File: src/hw/rtl/cldc_pkg.sv
// Shared types and constants for the command line checker core.
// Holds verdict codes, config register indexes, character codes and the
// per-track parser state struct. No dependencies.
package cldc_pkg;

    // verdict codes
    localparam logic [2:0] VERDICT_OK         = 3'd0;
    localparam logic [2:0] VERDICT_SHORT      = 3'd1;
    localparam logic [2:0] VERDICT_NO_SUM     = 3'd2;
    localparam logic [2:0] VERDICT_MISMATCH   = 3'd3;
    localparam logic [2:0] VERDICT_FORCED     = 3'd4;
    localparam logic [2:0] VERDICT_BAD_PREFIX = 3'd5;

    // config register indexes
    localparam logic [2:0] CFG_CHECK_ENABLE   = 3'd0;
    localparam logic [2:0] CFG_DECRYPT_ENABLE = 3'd1;
    localparam logic [2:0] CFG_CIPHER_ACTIVE  = 3'd2;
    localparam logic [2:0] CFG_CIPHER_KEY     = 3'd3;
    localparam logic [2:0] CFG_FAULT_INJECT   = 3'd4;

    localparam int CFG_INDEX_W = 3;
    localparam int CFG_DATA_W  = 7;
    localparam int KEY_W       = 7;
    localparam int IN_DATA_W   = 8;
    localparam int OUT_DATA_W  = 56;
    localparam int HEAD_BYTES  = 5;

    // character codes
    localparam logic [7:0] CH_A       = 8'h41;
    localparam logic [7:0] CH_T       = 8'h54;
    localparam logic [7:0] CH_PLUS    = 8'h2B;
    localparam logic [7:0] CH_COMMA   = 8'h2C;
    localparam logic [7:0] CH_X_LOWER = 8'h78;
    localparam logic [7:0] CH_X_UPPER = 8'h58;
    localparam logic [7:0] CH_SPACE   = 8'd32;
    localparam logic [7:0] CH_TILDE   = 8'd126;
    localparam logic [8:0] WRAP_LIMIT = 9'd32;
    localparam logic [8:0] WRAP_ADD   = 9'd95;
    localparam logic [31:0] AT_V_WORD = 32'h562B5441;

    localparam logic [2:0] HEX_MAX_CHARS = 3'd4;
    localparam logic [3:0] FAULT_LAST    = 4'd9;

    // parser state of one track (raw or decrypted)
    typedef struct packed {
        logic [7:0]  sum;
        logic [7:0]  sum_at_comma;
        logic        comma_valid;
        logic [15:0] hex_value;
        logic [2:0]  hex_chars;
        logic        hex_done;
    } t_track;

endpackage

File: src/hw/rtl/command_line_decrypt_and_checksum_core.sv
// Top level of the command line checker: decryption, checksum parsing and
// verdict generation in one registered pass per byte.
// Depends on cldc_pkg.

// Takes one byte of a command line per clock on the slave stream (tlast marks
// the final byte) and gives one verdict word on the master stream for every
// line, registered when its final byte is taken. Every byte updates a raw and a
// decrypted parser track in the same cycle, so the core sustains one byte per
// clock; a verdict sits in a single output register, and only a final byte
// that would overwrite an untaken verdict is held off. Config writes are
// always ready and should be made between lines.
module command_line_decrypt_and_checksum_core
    import cldc_pkg::*;
#(
    parameter int MAX_LINE = 512
) (
    input  logic                   i_clk,
    input  logic                   i_rst_n,
    // config write channel
    input  logic                   i_cfg_valid,
    output logic                   o_cfg_ready,
    input  logic [CFG_INDEX_W-1:0] i_cfg_index,
    input  logic [CFG_DATA_W-1:0]  i_cfg_data,
    // line bytes
    input  logic                   i_s_axis_tvalid,
    output logic                   o_s_axis_tready,
    input  logic [IN_DATA_W-1:0]   i_s_axis_tdata,  // [7:0] line_byte
    input  logic                   i_s_axis_tlast,  // line_end
    // verdicts
    output logic                   o_m_axis_tvalid,
    input  logic                   i_m_axis_tready,
    // [2:0] verdict, [10:3] command_letter, [18:11] sub_letter,
    // [27:19] body_length, [43:28] received_sum, [51:44] computed_sum, [55:52] zero
    output logic [OUT_DATA_W-1:0]  o_m_axis_tdata
);

    localparam int CW = $clog2(MAX_LINE + 1);

    // config registers
    logic             r_check_en;
    logic             r_decrypt_en;
    logic             r_cipher_active;
    logic [KEY_W-1:0] r_key;
    logic             r_fault_inject;

    // line state
    logic [CW-1:0]         r_byte_count, n_byte_count;
    logic [8*HEAD_BYTES-1:0] r_head_raw, n_head_raw;
    logic [8*HEAD_BYTES-1:0] r_head_plain, n_head_plain;
    t_track                r_trk [2];
    t_track                n_trk [2];
    logic [CW-1:0]         r_comma_pos [2];
    logic [CW-1:0]         n_comma_pos [2];
    logic [3:0]            r_fault_cnt, n_fault_cnt;

    // output register
    logic                  r_out_valid;
    logic [OUT_DATA_W-1:0] r_out_data, n_out_data;

    logic          take, line_done, cnt_ok;
    logic [7:0]    in_byte, plain_byte;
    logic          apply, sel, comma_ok;
    t_track        fin;
    logic [CW-1:0] fin_len;
    logic [8*HEAD_BYTES-1:0] fin_head;
    logic [2:0]    verdict;
    logic [15:0]   recv;
    logic [7:0]    comp;
    logic [7:0]    cmd_letter, sub_letter;
    logic [8:0]    body_len;

    function automatic logic [4:0] hex_digit(input logic [7:0] c);
        // bit 4 flags a valid digit
        logic [4:0] d;
        d = 5'd0;
        if (c >= 8'h30 && c <= 8'h39) begin
            d = {1'b1, 4'(c - 8'h30)};
        end else if (c >= 8'h61 && c <= 8'h66) begin
            d = {1'b1, 4'(c - 8'h57)};
        end else if (c >= 8'h41 && c <= 8'h46) begin
            d = {1'b1, 4'(c - 8'h37)};
        end
        return d;
    endfunction

    function automatic t_track track_next(input t_track s, input logic [7:0] c);
        t_track     t;
        logic [4:0] d;
        t = s;
        d = hex_digit(c);
        if (c == CH_COMMA) begin
            t.comma_valid  = 1'b1;
            t.sum_at_comma = s.sum;
            t.hex_value    = 16'd0;
            t.hex_chars    = 3'd0;
            t.hex_done     = 1'b0;
        end else if (s.comma_valid && !s.hex_done && s.hex_chars < HEX_MAX_CHARS) begin
            if (d[4]) begin
                t.hex_value = {s.hex_value[11:0], d[3:0]};
                t.hex_chars = s.hex_chars + 3'd1;
            end else if ((c == CH_X_LOWER || c == CH_X_UPPER) && s.hex_chars == 3'd1
                         && s.hex_value == 16'd0) begin
                t.hex_chars = s.hex_chars + 3'd1;
            end else begin
                t.hex_done = 1'b1;
            end
        end
        t.sum = s.sum + c;
        return t;
    endfunction

    function automatic logic [7:0] decrypt(input logic [7:0] c, input logic [KEY_W-1:0] key);
        logic [8:0] diff;
        logic [7:0] res;
        diff = {1'b0, c} - {2'b00, key};
        res  = c;
        if (c >= CH_SPACE && c <= CH_TILDE) begin
            // wrap back into the printable range
            if ($signed(diff) < $signed(WRAP_LIMIT)) begin
                res = 8'(diff + WRAP_ADD);
            end else begin
                res = diff[7:0];
            end
        end
        return res;
    endfunction

    function automatic logic [7:0] head_byte(input logic [8*HEAD_BYTES-1:0] h,
                                             input int k, input logic [CW-1:0] len);
        logic [7:0] b;
        b = 8'd0;
        if (CW'(k) < len) begin
            b = h[8*k +: 8];
        end
        return b;
    endfunction

    assign o_cfg_ready     = 1'b1;
    assign o_s_axis_tready = !r_out_valid || i_m_axis_tready || !i_s_axis_tlast;
    assign o_m_axis_tvalid = r_out_valid;
    assign o_m_axis_tdata  = r_out_data;

    assign take      = i_s_axis_tvalid && o_s_axis_tready;
    assign line_done = take && i_s_axis_tlast;
    assign in_byte   = i_s_axis_tdata;
    assign cnt_ok    = r_byte_count < CW'(MAX_LINE);
    assign plain_byte = decrypt(in_byte, r_key);

    // per-byte update of both tracks
    always_comb begin
        n_byte_count = r_byte_count;
        n_head_raw   = r_head_raw;
        n_head_plain = r_head_plain;
        for (int t = 0; t < 2; t++) begin
            n_trk[t]       = r_trk[t];
            n_comma_pos[t] = r_comma_pos[t];
        end
        if (cnt_ok) begin
            n_byte_count = r_byte_count + CW'(1);
            for (int k = 0; k < HEAD_BYTES; k++) begin
                if (r_byte_count == CW'(k)) begin
                    n_head_raw[8*k +: 8]   = in_byte;
                    n_head_plain[8*k +: 8] = plain_byte;
                end
            end
            n_trk[0] = track_next(r_trk[0], in_byte);
            n_trk[1] = track_next(r_trk[1], plain_byte);
            if (in_byte == CH_COMMA) begin
                n_comma_pos[0] = r_byte_count;
            end
            if (plain_byte == CH_COMMA) begin
                n_comma_pos[1] = r_byte_count;
            end
        end
    end

    // verdict from the state including the final byte
    always_comb begin
        apply    = r_decrypt_en && r_cipher_active && (n_head_raw[31:0] != AT_V_WORD);
        sel      = apply;
        fin      = sel ? n_trk[1] : n_trk[0];
        fin_head = sel ? n_head_plain : n_head_raw;
        comma_ok = fin.comma_valid && ((sel ? n_comma_pos[1] : n_comma_pos[0]) != '0);
        fin_len  = n_byte_count;
        verdict  = VERDICT_OK;
        recv     = 16'd0;
        comp     = 8'd0;
        n_fault_cnt = r_fault_cnt;
        if (n_byte_count < CW'(4)) begin
            verdict  = VERDICT_SHORT;
            fin_head = n_head_raw;
        end else begin
            if (!comma_ok) begin
                if (r_check_en) begin
                    verdict = VERDICT_NO_SUM;
                end
            end else begin
                fin_len = sel ? n_comma_pos[1] : n_comma_pos[0];
                recv    = fin.hex_value;
                comp    = fin.sum_at_comma;
                n_fault_cnt = (r_fault_cnt == FAULT_LAST) ? 4'd0 : r_fault_cnt + 4'd1;
                if (r_fault_inject && n_fault_cnt == 4'd0) begin
                    verdict = VERDICT_FORCED;
                end else if (r_check_en && recv != {8'd0, comp}) begin
                    verdict = VERDICT_MISMATCH;
                end
            end
            if (verdict == VERDICT_OK &&
                (head_byte(fin_head, 0, fin_len) != CH_A ||
                 head_byte(fin_head, 1, fin_len) != CH_T ||
                 head_byte(fin_head, 2, fin_len) != CH_PLUS)) begin
                verdict = VERDICT_BAD_PREFIX;
            end
        end
        cmd_letter = head_byte(fin_head, 3, fin_len);
        sub_letter = head_byte(fin_head, 4, fin_len);
        body_len   = (32'(fin_len) > 32'd511) ? 9'd511 : 9'(fin_len);
        n_out_data = {4'd0, comp, recv, body_len, sub_letter, cmd_letter, verdict};
    end

    always_ff @(posedge i_clk) begin
        if (!i_rst_n) begin
            r_check_en      <= 1'b1;
            r_decrypt_en    <= 1'b0;
            r_cipher_active <= 1'b0;
            r_key           <= KEY_W'(1);
            r_fault_inject  <= 1'b0;
        end else if (i_cfg_valid) begin
            case (i_cfg_index)
                CFG_CHECK_ENABLE:   r_check_en      <= i_cfg_data[0];
                CFG_DECRYPT_ENABLE: r_decrypt_en    <= i_cfg_data[0];
                CFG_CIPHER_ACTIVE:  r_cipher_active <= i_cfg_data[0];
                CFG_CIPHER_KEY:     r_key           <= i_cfg_data[KEY_W-1:0];
                CFG_FAULT_INJECT:   r_fault_inject  <= i_cfg_data[0];
                default: ;
            endcase
        end
    end

    always_ff @(posedge i_clk) begin
        if (!i_rst_n || line_done) begin
            r_byte_count <= '0;
            r_head_raw   <= '0;
            r_head_plain <= '0;
            for (int t = 0; t < 2; t++) begin
                r_trk[t]       <= '0;
                r_comma_pos[t] <= '0;
            end
        end else if (take) begin
            r_byte_count <= n_byte_count;
            r_head_raw   <= n_head_raw;
            r_head_plain <= n_head_plain;
            for (int t = 0; t < 2; t++) begin
                r_trk[t]       <= n_trk[t];
                r_comma_pos[t] <= n_comma_pos[t];
            end
        end
    end

    always_ff @(posedge i_clk) begin
        if (!i_rst_n) begin
            r_fault_cnt <= 4'd0;
            r_out_valid <= 1'b0;
        end else if (line_done) begin
            r_fault_cnt <= n_fault_cnt;
            r_out_valid <= 1'b1;
        end else if (i_m_axis_tready) begin
            r_out_valid <= 1'b0;
        end
    end

    always_ff @(posedge i_clk) begin
        if (line_done) begin
            r_out_data <= n_out_data;
        end
    end

endmodule

File: config.mk
export PLATFORM = sky130hd
export DESIGN_NAME = command_line_decrypt_and_checksum_core
export DESIGN_NICKNAME = d
export VERILOG_FILES = /design/src/hw/rtl/cldc_pkg.sv /design/src/hw/rtl/command_line_decrypt_and_checksum_core.sv
export SDC_FILE = /design/constraint.sdc
export NUM_CORES = 1
export LEC_CHECK = 0
export ABC_AREA = 0
export BUFFER_PORTS_ARGS = -buffer_cell sky130_fd_sc_hd__buf_2
export CAP_MARGIN = 20
export CELL_PAD_IN_SITES_DETAIL_PLACEMENT = 0
export CELL_PAD_IN_SITES_GLOBAL_PLACEMENT = 1
export CORE_ASPECT_RATIO = 0.6
export CORE_MARGIN = 4
export CORE_UTILIZATION = 42
export CTS_CLUSTER_DIAMETER = 200
export DETAILED_ROUTE_END_ITERATION = 12
export GPL_TIMING_DRIVEN = 0
export PLACE_DENSITY_LB_ADDON = 0.15
export SYNTH_ARGS = -nofsm -noshare
export SYNTH_HDL_FRONTEND = slang
export SYNTH_SLANG_ARGS = --single-unit
File: constraint.sdc
create_clock -name i_clk -period 8.6 [get_ports i_clk]
set_clock_uncertainty 0.05 [all_clocks]
set_input_delay 1.72 -clock i_clk [delete_from_list [all_inputs] [get_ports i_clk]]
set_output_delay 1.72 -clock i_clk [all_outputs]
set_load 0.05 [all_outputs]
# Yosys cells after proc, flatten, opt, wreduce, memory -nomap -nowiden
# Memory sizes are Yosys's and may differ from the RTL's.
# Cells that the tools add are included.
[word_totals]
regBits = 158
ram_bits = 94
in_bits = 24
out_inout_bits = 59
elab_cells = 210
memories = 2
[op_classes]
n_addsub = 14
order_cmp = 25
eq_ne = 22
muxes = 74
bitwise = 6
reduce_logical = 51
[memory_table]
columns = ["name", "words", "width", "read_ports", "rd_clocked_by_memory_dff", "wr", "line_no", "source"]
rows = [
  ["r_trk", 2, 37, 2, 0, 2, "command_line_decrypt_and_checksum_core.sv:50", "t_track r_trk [2];"],
  ["r_comma_pos", 2, 10, 2, 0, 2, "command_line_decrypt_and_checksum_core.sv:52", "logic [CW-1:0] r_comma_pos [2];"],
]
[op_table]
columns = ["operator", "n"]
rows = [
  ["2-to-1 mux 40 bit", 4],
  ["2-to-1 mux 8 bit", 18],
  ["2-to-1 mux 20 bit", 5],
  ["2-to-1 mux 10 bit", 9],
  ["2-to-1 mux 37 bit", 2],
  ["2-to-1 mux 74 bit", 1],
  ["less-or-equal comparator 8 x 7 -> 1 bit, second input constant", 5],
  ["2-to-1 mux 5 bit", 8],
  ["== test 8 x 7 -> 1 bit, second input constant", 4],
  [">= comparator 8 x 7 -> 1 bit, second input constant", 4],
  ["zero test 16 bit", 2],
  ["2-to-1 mux 16 bit", 2],
  ["inequality test 32 x 31 -> 1 bit, second input constant", 1],
  ["2-to-1 mux 29 bit", 1],
  [">= comparator 8 x 6 -> 1 bit, second input constant", 3],
  ["2-to-1 mux 3 bit", 8],
  ["logical AND 1 bit", 23],
  ["== test 10 x 2 -> 1 bit, second input constant", 2],
  ["less-than comparator 1 x 10 -> 1 bit, first input constant", 2],
  ["less-than comparator 2 x 10 -> 1 bit, first input constant", 2],
  ["2-to-1 mux 9 bit", 2],
  ["adder 8 bit", 2],
  ["== test 8 x 6 -> 1 bit, second input constant", 2],
  ["less-or-equal comparator 8 x 6 -> 1 bit, second input constant", 2],
  ["other kinds (37)", 78],
]

# Logic depth before layout (Yosys ltp)
[logic_depth]
ltp_word = 26
depth_mapped = 26
ltp_nobuf = 23

# Worst setup path after synthesis
# No wires, ideal clock.
[synth_path]
kind = "input to register"
startpoint = "input port i_s_axis_tdata[0]"
endpoint = "register r_out_data[1] (netlist: o_m_axis_tdata[1]), data pin"
setup_time_ns = 0.256
arrival_ns = 6.888
setup_slack_ns = 1.406
path_stages = 24
n_path_buf = 2
path_cell_list = "clkbuf_1 > inv_1 > ha_1 > fa_1 > nand2b_1 > a21boi_2 > o21a_4 > o2111a_2 > nor2_1 > a211oi_1 > inv_1 > ha_1 > nor2_1 > nor3_1 > o2111ai_2 > o21a_1 > buf_4 > nor2_1 > a22oi_1 > a31oi_1 > or4_1 > nor4_2 > nor2_1 > o211a_1"
[synth_between]
elab_chain_cells = 24
elab_cells_between_ends = 95
[synth_rtl]
columns = ["element", "line_no", "source"]
rows = [
  ["from (decl)", "command_line_decrypt_and_checksum_core.sv:27", "input logic [IN_DATA_W-1:0] i_s_axis_tdata,"],
  ["subtractor 8 x 7 -> 9 bit", "command_line_decrypt_and_checksum_core.sv:115", "diff = {1'b0, c} - {2'b00, key};"],
  ["adder 8 x 7 -> 8 bit / less-than comparator 9 x 7 -> 1 bit (equally long branches)", "command_line_decrypt_and_checksum_core.sv:120, command_line_decrypt_and_checksum_core.sv:119", ""],
  ["2-to-1 mux 8 bit", "command_line_decrypt_and_checksum_core.sv:119", "if ($signed(diff) < $signed(WRAP_LIMIT)) begin"],
  ["2-to-1 mux 8 bit", "command_line_decrypt_and_checksum_core.sv:117", "if (c >= CH_SPACE && c <= CH_TILDE) begin"],
  [">= comparator 8 x 7 -> 1 bit / less-or-equal comparator 8 x 7 -> 1 bit (equally long branches)", "command_line_decrypt_and_checksum_core.sv:80", "end else if (c >= 8'h41 && c <= 8'h46) begin"],
  ["logical AND 1 bit", "command_line_decrypt_and_checksum_core.sv:80", ""],
  ["2-to-1 mux 5 bit", "command_line_decrypt_and_checksum_core.sv:80", ""],
  ["2-to-1 mux 5 bit", "command_line_decrypt_and_checksum_core.sv:78", "end else if (c >= 8'h61 && c <= 8'h66) begin"],
  ["[... 8 more ...]", "n/a", ""],
  ["logical AND 1 bit", "command_line_decrypt_and_checksum_core.sv:204", "end else if (r_check_en && recv != {8'd0, comp}) begin"],
  ["2-to-1 mux 2 bit", "command_line_decrypt_and_checksum_core.sv:204", ""],
  ["2-to-1 mux 3 bit", "command_line_decrypt_and_checksum_core.sv:202", "if (r_fault_inject && n_fault_cnt == 4'd0) begin"],
  ["2-to-1 mux 3 bit", "command_line_decrypt_and_checksum_core.sv:193", "if (!comma_ok) begin"],
  ["2-to-1 mux 3 bit", "command_line_decrypt_and_checksum_core.sv:189", "if (n_byte_count < CW'(4)) begin"],
  ["zero test 3 bit", "command_line_decrypt_and_checksum_core.sv:208", "if (verdict == VERDICT_OK &&"],
  ["logical AND 1 bit", "command_line_decrypt_and_checksum_core.sv:208", ""],
  ["OR reduction 2 bit (no source line)", "n/a", ""],
  ["to (signal assigned)", "command_line_decrypt_and_checksum_core.sv:274", "r_out_data <= n_out_data;"],
  ["to (decl)", "command_line_decrypt_and_checksum_core.sv:58", "logic [OUT_DATA_W-1:0] r_out_data, n_out_data;"],
]
# Parallel ways exist; a longest one is shown, timed or not. The select of a mux whose other input is x is not followed.
# A chain may end at the register's enable or synchronous reset.

# Worst setup path after layout
[layout_path]
startpoint = "input port i_s_axis_tdata[0]"
endpoint = "register r_out_data[0] (netlist: o_m_axis_tdata[0]), data pin"
# The elaborated chain is that of the path after synthesis.

==> summary.md <==
| Metric | Value |
|---|---|
| Status | finished clean |
| TritonCTS clock tree | done |
| Crit path time final | roughly 8 ns |
| Origin of the worst min-delay path | r_head_plain[14] |
| Achievable frequency | 121.7 MHz |
| Clock tree buffer depth | 3 |
| Mean post-synth cell area | between 9 and 10 µm² |
| Transition at the pin with the smallest max-transition slack | 1.148 ns |
| Total global routing overflow | 0 |
| Power density relative to cell area | 185.2 mW/mm² |
| Number of max-cap violations | 0 |
| Number of instances in the synthesized netlist | between 1000 and 1500 |
| Average detailed-routed wire length per instance | around 24 µm |
| Share of the cycle needed by the critical path after routing | 0.9553 |
| Commonest non-fill, non-tap cell in the layout | sky130_fd_sc_hd__nand2_1 |
| Data required time at the worst endpoint | 8.83 ns |
| Number of iterations in the first detailed-routing pass | 8 |
| Layout area overhead | 13.79% |
| Input/output buffers | slightly below 80 |
| Launch instance of the worst register-to-register path | r_key[5] |
| Final Slew Violations | 0 |
| Reg2reg path depth | 22 |
| Endpoints failing hold | 0 |
| Ratio of cells with drive above 1 in the final layout | 0.1296 |
| Timing startpoint of the critical path | i_s_axis_tdata[0] |
| Tightest Hold Check Type | reg -> reg |
| Total number of placement rows | 51 |
| RR Endpoint | o_m_axis_tdata[0] |
| Largest voltage drop on the vdd net | ~130 µV |
| Commonest cells after routing, fill and taps aside | sky130_fd_sc_hd__nand2_1, sky130_fd_sc_hd__edfxtp_1, sky130_fd_sc_hd__nor2_1, sky130_fd_sc_hd__dfxtp_1, sky130_fd_sc_hd__buf_2 |
| Top flip-flop cell by instance count after synthesis | sky130_fd_sc_hd__edfxtp_1 |
| EDFF count, synth | 146 |
| Number of levels in the clock H-tree | 1 |
| Top Ports | 83 |
| DRC violation count after routing | 0 |
| Endpoint kind of the worst setup timing path | flop |
| Width of the die | between 200 and 250 µm |
| Category of the most critical setup path | in -> reg |
| Core ar. | 0.03280 mm² |
| Slew margin rel. | 0.2277 |
| TritonCTS buffer count | 25 |
| Number of antenna violations at the first check in global routing | 1 |
| Vertical die dimension | between 150 and 200 µm |
| Num Clock Sinks | 252 |
| Setup repair after global routing missed its margin | false |
| Pin count of the biggest net entering global routing | 56 |
| Final routed wirelength across all metal layers | between 40000 and 50000 µm |
| Reg-to-reg setup timing slack | between 1.5 and 2 ns |
| Data arrival time of the worst path | between 8 and 9 ns |
| #FFs+latches synth | 252 |
| Global placement routability congestion | ~0.9 |
| Layout net count | 1655 |
| Detail-routed via count per cell | approximately 6.0 |
| Root buffer selected by CTS | sky130_fd_sc_hd__clkbuf_16 |
| CP startpoint kind | primary input |
| Clock Pin Slew Worst Setup and Hold Paths | around 0.060 ns |
| Number of failing setup endpoints in the final timing report | 0 |
| Yosys warnings | 0 |
| Half-perimeter wire length after placement | around 36000 µm |
| Proportion of register bits with asynchronous set or reset after synthesis | 0 |
| Via count of the first global-routing pass | between 10000 and 15000 |
| Portion of the post-synthesis area used by sequential elements | 0.4604 |
| Final core utilization | 0.4903 |
| Wire length of the first global-routing pass | a little over 70000 µm |
| Leak pwr | slightly below 6 nW |
| Highest net fanout along the worst path | 10 |
| Initial Util | 0.4309 |
| N_diodes | 0 |
| Via count | approximately 12000 |
| Netlist Area Pre-Place | between 0.01 and 0.015 mm² |
| GRT Total Usage | 0.2583 |
| Die area | 0.03674 mm² |
| Cells on Worst Hold Path | 2 |
| Violation count after the first detailed-routing iteration | between 1000 and 1500 |
| Clock latency on the worst-skew pair | 0.55 ns |
| Worst hold endpoint | r_head_plain[14] |
| Count of distinct cell types in the synthesized netlist | roughly 110 |
| DP Worst Slack | -1.292 ns |
| Crit path setup slack, layout | 0.3848 ns |
| Antenna-violating nets left | 0 |
## registers in the layout, indices dropped and copies added (netlist names), 4 cells and up
register and cells:
r_key 7, r_trk 74, r_comma_pos 20, r_head_raw 40, o_m_axis_tdata 52, r_head_plain 40, r_fault_cnt 4, r_byte_count 10
## stage by stage
| step | TNS [ns] | hold slack [ns] | instance area [µm²] | total power, mW | std cells |
|---|---|---|---|---|---|
| finish | 0 | 0.3977 | 16080 | 2.979 | 2063 |
| global route | 0 | 0.4277 | 16080 | 3.085 | 2063 |
| CTS | 0 | 0.4041 | 16040 | 2.985 | 2061 |
| detailed placement | -4.797 | 0.3913 | 15180 | 1.830 | 2017 |
| global placement | -6.084 | 0.3801 | 15090 | 1.828 | 2013 |
| floorplan | 0 | 0.3664 | 14140 | 1.683 | 1486 |
## routing by layer
layer | wire [µm] | global-route usage | part of all wire | up-vias
met5 | 7 | 0 | 0.00014 | -
met4 | 1049 | 0.05557 | 0.022 | 2
met3 | 5046 | 0.06550 | 0.10 | 78
met2 | 18520 | 0.3413 | 0.38 | 585
met1 | 23940 | 0.4155 | 0.49 | 6018
li1 | - | - | - | 5727
## cell type report
type                    count  area [µm²]
clock buffers              36       739.5
repair buffers             85       478.0
fillers                  3220       16720
inverters                  34       135.1
clock inverters             9       105.1
multi-input cells        1104        7156
plain buffers              93       399.1
well taps                 450       563.0
flip-flops and latches    252        6506
## cells by family (layout without fill, tap and decap cells)
family,after synthesis,count (layout),synth area share
other,2,5,0.0005314
AOI/OAI and AO/OA,400,400,0.2060
buffers and inverters,130,257,0.03780
DFF,252,252,0.4604
muxes,48,48,0.03532
adders and majority gates,41,41,0.03648
xor gates and xnor gates,47,47,0.02966
and+or+nand+nor,563,563,0.1938
## Yosys cell counts, drive strengths merged (7+ instances only)
cell type	instances	area (µm²)
o31ai	11	106.4
nand2b	8	50.05
a22oi	23	172.7
xnor2	31	271.5
nand2	204	765.7
o21a	9	75.07
a21oi	66	334.1
nand3	30	155.1
clkbuf	77	289.0
mux2i	39	394.1
nand4	10	68.81
inv	34	127.6
a41oi	7	87.59
ha	34	425.4
nor2b	17	106.4
buf	19	117.6
nor4	20	131.4
edfxtp	146	4384
o21ai	88	455.4
a21o	12	90.09
and3	27	168.9
nor2	141	554.3
a21boi	9	71.32
a211oi	34	290.3
nor3	35	196.4
xor2	16	147.7
a22o	29	254.0
a31oi	24	150.1
mux2	9	105.1
or3	14	87.58
dfxtp	106	2122
and2	24	150.1
o221ai	7	67.56
o211ai	12	90.09
o22ai	8	56.30
## where the power goes
part           internal, mW  leakage, nW  switching, mW
clock network         0.660        0.419          0.496
registers              1.32         2.40         0.0305
logic                 0.145         3.10          0.327
total                  2.13         5.91          0.853
## critical path, stage by stage
cell and delay [ns]:
sky130_fd_sc_hd__buf_2 0.27, sky130_fd_sc_hd__clkinvlp_4 0.22, sky130_fd_sc_hd__ha_1 0.28, sky130_fd_sc_hd__fa_1 0.40
sky130_fd_sc_hd__nand2b_1 0.21, sky130_fd_sc_hd__a21boi_2 0.27, sky130_fd_sc_hd__nor3_2 0.13, sky130_fd_sc_hd__o2111a_2 0.34
sky130_fd_sc_hd__nor2_1 0.26, sky130_fd_sc_hd__xnor2_1 0.16, sky130_fd_sc_hd__o21a_2 0.34, sky130_fd_sc_hd__inv_1 0.31
sky130_fd_sc_hd__ha_1 0.31, sky130_fd_sc_hd__nor2_1 0.10, sky130_fd_sc_hd__nor3_1 0.07, sky130_fd_sc_hd__o2111ai_2 0.36
sky130_fd_sc_hd__o21a_1 0.26, sky130_fd_sc_hd__buf_4 0.22, sky130_fd_sc_hd__nor2_1 0.19, sky130_fd_sc_hd__a22oi_1 0.41
sky130_fd_sc_hd__a31oi_1 0.24, sky130_fd_sc_hd__or4_1 0.59, sky130_fd_sc_hd__nor4_4 0.38, sky130_fd_sc_hd__o21ai_1 0.14
sky130_fd_sc_hd__a21o_1 0.24
## how the worst max path moves through the flow
stage	to	slack (ns)	depth (start not counted)
final	o_m_axis_tdata[0]	0.38	25
after global placement	o_m_axis_tdata[1]	-1.22	24
after CTS	o_m_axis_tdata[0]	0.13	26
after floorplan	o_m_axis_tdata[1]	1.41	24
after global routing	o_m_axis_tdata[0]	0.11	25
after detailed placement	o_m_axis_tdata[0]	-1.29	24
## repair_timing
item                       in CTS  in global routing
resized for setup               5                  4
hold buffers                    0                  0
buffers inserted                0                  4
setup endpoints to repair       3                 22
gates cloned                    0                  0
pin swaps                       0                  0
(Power assumes the default switching activity.)
